## src/design/slt_pkg.sv

```systemverilog
`timescale 1ns / 1ps
// shared types and constants for the sorted list table
// no dependencies

package slt_pkg;

  localparam int unsigned ValueW  = 32;
  localparam int unsigned CmdW    = 2;
  localparam int unsigned StatusW = 2;
  localparam int unsigned TotalW  = 5;
  localparam int unsigned InDataW  = 40;
  localparam int unsigned OutDataW = 48;

  typedef enum logic [CmdW-1:0] {
    CMD_INSERT = 2'd0,
    CMD_DELETE = 2'd1,
    CMD_SEARCH = 2'd2,
    CMD_CLEAR  = 2'd3
  } cmd_e;

  typedef enum logic [StatusW-1:0] {
    STAT_OK        = 2'd0,
    STAT_NOT_FOUND = 2'd1,
    STAT_FULL      = 2'd2
  } status_e;

  // broadcast from the sequencer to every cell
  typedef struct packed {
    logic cmp_en;
    logic upd_en;
    cmd_e cmd;
    logic hit;
  } ctrl_t;

endpackage

```

## src/design/sorted_list_table_top.sv

```systemverilog
`timescale 1ns / 1ps
// sorted list table: sequencer, result register and a chain of compare/shift cells
// depends on slt_pkg and slt_cell
//
//  port group   dir  fields (lsb first)
//  s_axis       in   tdata: cmd[1:0], value[33:2]
//  m_axis       out  tdata: status[1:0], found[2], value_out[34:3],
//                          entry_total[39:35], is_empty[40]
//
// each word has a compare step, then an update step: the first latches every
// cell's compare against the operand, the second shifts the chain and loads the
// result register. the result register frees the next word while a result waits;
// the update cycle stalls only while the previous result is still unread.
// reset clears the valid bits and the count at once, no clearing pass.

module sorted_list_table_top #(
  parameter int unsigned DEPTH = 16
) (
  input  logic                          clk_i,
  input  logic                          rst_ni,
  input  logic                          s_axis_tvalid,
  output logic                          s_axis_tready,
  input  logic [slt_pkg::InDataW-1:0]   s_axis_tdata,   // cmd, value
  output logic                          m_axis_tvalid,
  input  logic                          m_axis_tready,
  output logic [slt_pkg::OutDataW-1:0]  m_axis_tdata    // status, found, value_out,
                                                        // entry_total, is_empty
);
  import slt_pkg::*;

  localparam int unsigned CntW = $clog2(DEPTH + 1);

  typedef enum logic {
    ST_IDLE,
    ST_EXEC
  } state_e;

  state_e                   state_q;
  cmd_e                     cmd_q;
  logic signed [ValueW-1:0] val_q;
  logic [CntW-1:0]          cnt_q, cnt_d;
  logic                     out_valid_q;
  logic [OutDataW-1:0]      out_data_q, out_data_d;

  ctrl_t                    ctrl;
  logic                     in_acc, exec_go, hit, full, drop;
  logic signed [ValueW-1:0] operand;

  logic signed [ValueW-1:0] cell_value [DEPTH];
  logic [DEPTH-1:0]         cell_valid, cell_ge, cell_hit;

  status_e                  status;
  logic                     found;
  logic signed [ValueW-1:0] vout;
  logic [31:0]              cnt_ext;

  assign s_axis_tready = (state_q == ST_IDLE);
  assign in_acc        = s_axis_tvalid & s_axis_tready;
  assign exec_go       = (state_q == ST_EXEC) && (!out_valid_q || m_axis_tready);

  // compare runs on the incoming word, the update on the latched one
  assign operand = s_axis_tready ? s_axis_tdata[CmdW +: ValueW] : val_q;

  assign hit  = |cell_hit;
  assign full = cell_valid[DEPTH-1];
  // insert into a full table or delete of an absent value leaves the cells alone
  assign drop = ((cmd_q == CMD_INSERT) && full) || ((cmd_q == CMD_DELETE) && !hit);

  assign ctrl.cmp_en = in_acc;
  assign ctrl.upd_en = exec_go & ~drop;
  assign ctrl.cmd    = cmd_q;
  assign ctrl.hit    = hit;

  for (genvar i = 0; i < DEPTH; i++) begin : g_cell
    logic signed [ValueW-1:0] lv, rv;
    logic                     lvalid, lge, rvalid;
    if (i == 0) begin : g_first
      assign lv     = '0;
      assign lvalid = 1'b0;
      assign lge    = 1'b0;
    end else begin : g_mid
      assign lv     = cell_value[i-1];
      assign lvalid = cell_valid[i-1];
      assign lge    = cell_ge[i-1];
    end
    if (i == DEPTH - 1) begin : g_last
      assign rv     = '0;
      assign rvalid = 1'b0;
    end else begin : g_inner
      assign rv     = cell_value[i+1];
      assign rvalid = cell_valid[i+1];
    end

    slt_cell u_cell (
      .clk_i         (clk_i),
      .rst_ni        (rst_ni),
      .ctrl_i        (ctrl),
      .operand_i     (operand),
      .left_value_i  (lv),
      .left_valid_i  (lvalid),
      .left_ge_i     (lge),
      .right_value_i (rv),
      .right_valid_i (rvalid),
      .value_o       (cell_value[i]),
      .valid_o       (cell_valid[i]),
      .ge_o          (cell_ge[i]),
      .hit_o         (cell_hit[i])
    );
  end

  always_comb begin
    cnt_d  = cnt_q;
    status = STAT_OK;
    found  = hit;
    vout   = '0;
    case (cmd_q)
      CMD_INSERT: begin
        if (full) status = STAT_FULL;
        else      cnt_d  = cnt_q + 1'b1;
      end
      CMD_DELETE: begin
        if (hit) begin
          cnt_d = cnt_q - 1'b1;
          vout  = val_q;
        end else begin
          status = STAT_NOT_FOUND;
        end
      end
      CMD_SEARCH: begin
        if (hit) vout   = val_q;
        else     status = STAT_NOT_FOUND;
      end
      CMD_CLEAR: begin
        cnt_d = '0;
        found = 1'b0;
      end
      default: cnt_d = cnt_q;
    endcase
  end

  assign cnt_ext    = 32'(cnt_d);
  assign out_data_d = {7'd0, (cnt_d == '0), cnt_ext[TotalW-1:0], vout, found, status};

  always_ff @(posedge clk_i or negedge rst_ni) begin
    if (!rst_ni) begin
      state_q     <= ST_IDLE;
      cnt_q       <= '0;
      out_valid_q <= 1'b0;
    end else begin
      if (exec_go) begin
        out_valid_q <= 1'b1;
      end else if (m_axis_tready) begin
        out_valid_q <= 1'b0;
      end
      case (state_q)
        ST_IDLE: begin
          if (in_acc) state_q <= ST_EXEC;
        end
        ST_EXEC: begin
          if (exec_go) begin
            state_q <= ST_IDLE;
            cnt_q   <= cnt_d;
          end
        end
        default: state_q <= ST_IDLE;
      endcase
    end
  end

  always_ff @(posedge clk_i) begin
    if (in_acc) begin
      cmd_q <= cmd_e'(s_axis_tdata[CmdW-1:0]);
      val_q <= s_axis_tdata[CmdW +: ValueW];
    end
    if (exec_go) out_data_q <= out_data_d;
  end

  assign m_axis_tvalid = out_valid_q;
  assign m_axis_tdata  = out_data_q;

  a_cnt_bound: assert property (@(posedge clk_i) disable iff (!rst_ni)
    32'(cnt_q) <= DEPTH)
    else $error("entry count beyond table depth");

  a_valid_prefix: assert property (@(posedge clk_i) disable iff (!rst_ni)
    $countones(cell_valid) == 32'(cnt_q))
    else $error("valid cells disagree with entry count");

  a_one_hit: assert property (@(posedge clk_i) disable iff (!rst_ni)
    $onehot0(cell_hit))
    else $error("more than one cell claims the match");

  a_exec_follows: assert property (@(posedge clk_i) disable iff (!rst_ni)
    in_acc |=> (state_q == ST_EXEC) && !s_axis_tready)
    else $error("accepted word not executed");

endmodule

```

## src/design/slt_cell.sv

```systemverilog
`timescale 1ns / 1ps
// one slot of the sorted table: value, valid and registered compare flags
// depends on slt_pkg

module slt_cell (
  input  logic                               clk_i,
  input  logic                               rst_ni,
  input  slt_pkg::ctrl_t                     ctrl_i,
  input  logic signed [slt_pkg::ValueW-1:0]  operand_i,
  input  logic signed [slt_pkg::ValueW-1:0]  left_value_i,
  input  logic                               left_valid_i,
  input  logic                               left_ge_i,
  input  logic signed [slt_pkg::ValueW-1:0]  right_value_i,
  input  logic                               right_valid_i,
  output logic signed [slt_pkg::ValueW-1:0]  value_o,
  output logic                               valid_o,
  output logic                               ge_o,
  output logic                               hit_o
);
  import slt_pkg::*;

  logic signed [ValueW-1:0] value_q, value_d;
  logic                     valid_q, valid_d;
  logic                     ge_q, eq_q;
  logic                     first_ge;

  // this cell is the insertion point: first cell not below the operand
  assign first_ge = ge_q & ~left_ge_i;

  always_comb begin
    value_d = value_q;
    valid_d = valid_q;
    if (ctrl_i.upd_en) begin
      case (ctrl_i.cmd)
        CMD_INSERT: begin
          if (first_ge) begin
            value_d = operand_i;
            valid_d = 1'b1;
          end else if (ge_q) begin
            value_d = left_value_i;
            valid_d = left_valid_i;
          end
        end
        CMD_DELETE: begin
          if (ge_q && ctrl_i.hit) begin
            value_d = right_value_i;
            valid_d = right_valid_i;
          end
        end
        CMD_CLEAR: valid_d = 1'b0;
        default: begin
          value_d = value_q;
          valid_d = valid_q;
        end
      endcase
    end
  end

  always_ff @(posedge clk_i or negedge rst_ni) begin
    if (!rst_ni) begin
      valid_q <= 1'b0;
      ge_q    <= 1'b0;
      eq_q    <= 1'b0;
    end else begin
      valid_q <= valid_d;
      if (ctrl_i.cmp_en) begin
        ge_q <= ~(valid_q && (value_q < operand_i));
        eq_q <= valid_q && (value_q == operand_i);
      end
    end
  end

  always_ff @(posedge clk_i) begin
    value_q <= value_d;
  end

  assign value_o = value_q;
  assign valid_o = valid_q;
  assign ge_o    = ge_q;
  assign hit_o   = first_ge & eq_q;

endmodule

```

## config.mk

```make
export PLATFORM = sky130hd
export DESIGN_NAME = sorted_list_table_top
export DESIGN_NICKNAME = d
export VERILOG_FILES = /design/src/design/slt_pkg.sv /design/src/design/sorted_list_table_top.sv /design/src/design/slt_cell.sv
export SDC_FILE = /design/constraint.sdc
export NUM_CORES = 2
export LEC_CHECK = 0
export BUFFER_PORTS_ARGS = -buffer_cell sky130_fd_sc_hd__buf_2
export CAP_MARGIN = 20
export CORE_ASPECT_RATIO = 0.6
export CORE_MARGIN = 2
export CORE_UTILIZATION = 60
export CTS_BUF_LIST = sky130_fd_sc_hd__clkbuf_4
export CTS_CLUSTER_DIAMETER = 40
export DETAILED_ROUTE_END_ITERATION = 10
export PLACE_DENSITY = 0.83
export SLEW_MARGIN = 20
export SYNTH_ARGS = -nofsm -noshare
export SYNTH_HDL_FRONTEND = slang
export SYNTH_HIERARCHICAL = 1
export SYNTH_SLANG_ARGS = --single-unit
export TNS_END_PERCENT = 30
```

## constraint.sdc

```tcl
create_clock -name clk_i -period 7.65 [get_ports clk_i]
set_input_delay 0.3825 -clock clk_i [delete_from_list [all_inputs] [get_ports clk_i]]
set_output_delay 0.3825 -clock clk_i [all_outputs]
set_load 0.02 [all_outputs]
```

==> impl_metrics.json <==
{
  "clockBufferDepth": 3,
  "hold_end": "val_q[15]$_DFFE_PP_",
  "synth_cells": 4609,
  "p_clk_share_pct": 28.2,
  "rsz0062_at_grt": "no",
  "worst-path-max-fanout": 52,
  "worstMarginPinSlew_ns": 1.05,
  "path_class": "reg -> reg",
  "r2r_slack_ns": 3.29,
  "route.vias.total": 36200,
  "cts_buffers": 157,
  "synth_ff_type": "edfxtp_1",
  "drt_iter0_drc": 4068,
  "synth_cell_type_count": 56,
  "slew_headroom_pct": 30.1,
  "cts_sinks": 642,
  "dp_hpwl_um": 83400,
  "dpl_cell_area_um2": 47100,
  "die_y_um": 217,
  "critPathRequiredTime_ns": 8.50,
  "wl_um": 114000,
  "clk_latency_ns": 0.98,
  "layout_common_cells": "nand2_1, edfxtp_1, inv_1",
  "first_global_vias": 34616,
  "postSynthAreaPerCell_um2": 9.83,
  "switching_share_pct": 35.3,
  "multiInputGateArea_um2": 24000,
  "status": "completed",
  "min_from": "s_axis_tdata[17]",
  "cts_tree": "built",
  "synth_seq_area_share_pct": 42.0,
  "antenna_found_initial": 3,
  "rows": 77,
  "via_per_inst": 6.11,
  "powerDensity_nw_per_um2": 225,
  "grt_pass1_wl_um": 182000,
  "hold_viol": 0,
  "yosys_warnings": 6,
  "regArea_um2": 19000,
  "vdd_drop_max_v": 0.000193,
  "synth_area_leaders": "edfxtp_1, ha_1, mux2i_1",
  "synth-edff-count": 587,
  "area_growth_syn_to_layout_pct": 9.52,
  "hold_depth": 2,
  "setup_viol": 0,
  "r2r-end": "g_cell[13].u_cell/valid_o$_DFFE_PN0P_",
  "grt-ovfl-total": 0,
  "reg2regPathDepth": 11,
  "grt_usage_pct": 29.0,
  "initial_core_util_pct": 61.0,
  "leakagePower_nw": 20.4,
  "critPathArrivalTime_ns": 5.21,
  "fp.dieW_um": 359,
  "p_switching_w": 0.00394,
  "htree_levels": 4,
  "coreArea_um2": 74200,
  "async_flop_share_pct": 8.57,
  "hp-class": "in -> reg",
  "cp-end-kind": "register",
  "fmax_mhz": 229,
  "port_buffers": 80,
  "netlist_area_um2": 45300,
  "comb_power_share_pct": 31.9,
  "place_congestion": 0.866,
  "p_int_w": 0.00723,
  "skew_ns": 0.0463,
  "wl_per_cell_um": 19.2,
  "finish.net_count": 5385,
  "drv_cap": 0,
  "dieArea_um2": 77800,
  "period_share_pct": 57.0,
  "yosysTopAreaCell": "edfxtp_1",
  "drc": 0,
  "startpoint_type": "register",
  "first_pass_iters": 7,
  "worst_r2r_startpoint": "g_cell[14].u_cell/ge_o$_DFFE_PN0P_",
  "maxSlewViolCount": 0,
  "cts_root_buf": "clkbuf_4",
  "grt_max_degree": 67,
  "period_needed_ns": 4.36,
  "path_clk_slew_ns": 0.08,
  "fill_cells": 5553,
  "final_common_cell": "nand2_1",
  "cts_resized": 0,
  "pwr-share-seq_pct": 39.9,
  "synth-seq-cells": 642,
  "fin_area_um2": 49600,
  "synth_top_area_share_pct": 38.9,
  "fin_setup_tns_ns": 0,
  "drive_gt1_share_pct": 11.7,
  "ant_nets": 0,
  "ioPinCount": 94
}
[Yosys cell counts, types with 17 or more instances]
cell        n
mux2_2     35
a211oi_1   18
nor3_1     32
nor4_2     17
nor2b_1    48
inv_1     553
a21oi_1   181
dfrtp_1    55
and4_1     33
mux2i_1   513
nor2_1     83
ha_1      519
nand2_1   707
and3_1     32
a21o_1     17
edfxtp_1  587
and2_1     17
clkbuf_1  123
o211ai_1   17
a221o_1    32
nand4_1    48
buf_2      63
o21ai_0   323
o21ai_1   273
nand3_1    81
[layer usage]
metal / vias up / global-route usage [%] / routed length [µm] / share of wire, %
met4: 2 / 5.75 / 1350 / 1.2
met2: 1684 / 39.8 / 45700 / 40
met1: 17374 / 46.4 / 53500 / 47
met3: 119 / 6.34 / 13100 / 12
met5: - / 0 / 10 / 0.0088
li1: 17021 / - / - / -
[flip-flops by register name (all words and copies together) (netlist names)]
| register | count |
|---|---|
| cnt_q | 5 |
| cmd_q | 2 |
| m_axis_tvalid | 1 |
| m_axis_tdata | 41 |
| g_cell.u_cell/ge_o | 16 |
| state_q | 1 |
| g_cell.u_cell/valid_o | 16 |
| val_q | 32 |
| g_cell.u_cell/eq_q | 16 |
| g_cell.u_cell/value_o | 512 |
[worst max-delay path, stage by stage, from the launching register on]
cell and delay [ns]:
dfrtp_1 0.43, nor2b_4 0.14, buf_4 0.32, and2_1 0.27
nor4_1 0.48, and4_1 0.67, inv_2 0.55, nor2b_1 0.34
nor3_2 0.08, buf_4 0.34, a31oi_1 0.23, mux2_1 0.34
[worst max path at each step]
| stage | slack [ns] | startpoint | end |
|---|---|---|---|
| after floorplan | 1.06 | cmd_q[1]$_DFFE_PP_ | g_cell[10].u_cell/valid_o$_DFFE_PN0P_ |
| after global placement | 3.54 | g_cell[14].u_cell/ge_o$_DFFE_PN0P_ | g_cell[15].u_cell/valid_o$_DFFE_PN0P_ |
| after detailed placement | 3.43 | g_cell[14].u_cell/ge_o$_DFFE_PN0P_ | g_cell[13].u_cell/valid_o$_DFFE_PN0P_ |
| after CTS | 3.39 | g_cell[15].u_cell/ge_o$_DFFE_PN0P_ | g_cell[13].u_cell/valid_o$_DFFE_PN0P_ |
| after global routing | 3.17 | state_q$_DFF_PN0_ | g_cell[6].u_cell/ge_o$_DFFE_PN0P_ |
| final | 3.29 | g_cell[14].u_cell/ge_o$_DFFE_PN0P_ | g_cell[13].u_cell/valid_o$_DFFE_PN0P_ |
[power by group through the flow]
stage / Combinational [W] / Sequential, W / Clock (W)
final: 0.00356 / 0.00446 / 0.00315
after global routing: 0.00392 / 0.00449 / 0.00337
after CTS: 0.00348 / 0.00445 / 0.00319
after detailed placement: 0.00345 / 0.00453 / 0
after global placement: 0.00326 / 0.00452 / 0
after floorplan: 0.00255 / 0.00449 / 0
[through the flow]
step	hold WS, ns	instances	utilization (%)	worst slack, ns	power, W
after floorplan	0.0869	4682	-	1.06	0.00704
after global placement	0.505	5614	63.6	3.54	0.00778
after detailed placement	0.508	5614	63.6	3.43	0.00797
after CTS	0.0491	5922	66.9	3.39	0.0111
after global routing	0.0836	5925	66.9	3.17	0.0118
final	0.136	5925	66.9	3.29	0.0112
[area by class of cell]
cell class / instances / area share, %
multi-input combinational: 3289 / 48.3
sequential: 642 / 38.3
inverter: 555 / 4.20
clock buffer: 248 / 3.75
tap: 987 / 2.49
timing repair buffer: 177 / 2.46
clock inverter: 24 / 0.457
antenna: 3 / 0.0151
[cells by family after synthesis]
family / Yosys count / share of synthesized area (%)
AND/OR/NAND/NOR: 1199 / 13.1
AO/OA/AOI/OAI: 932 / 11.4
buffers and inverters: 751 / 6.48
flip-flops: 642 / 42.0
multiplexers: 564 / 12.6
adder cells (fa/ha/maj): 519 / 14.3
other: 1 / 0.00828
XOR/XNOR: 1 / 0.0193
[repair_timing]
action / CTS / global route
hold endpoints to repair: 92 / 0
hold buffers: 36 / 0
buffers inserted: 0 / 0
endpoints found under the setup margin: 0 / 0
Note: power is estimated with default switching activity, not from simulation.
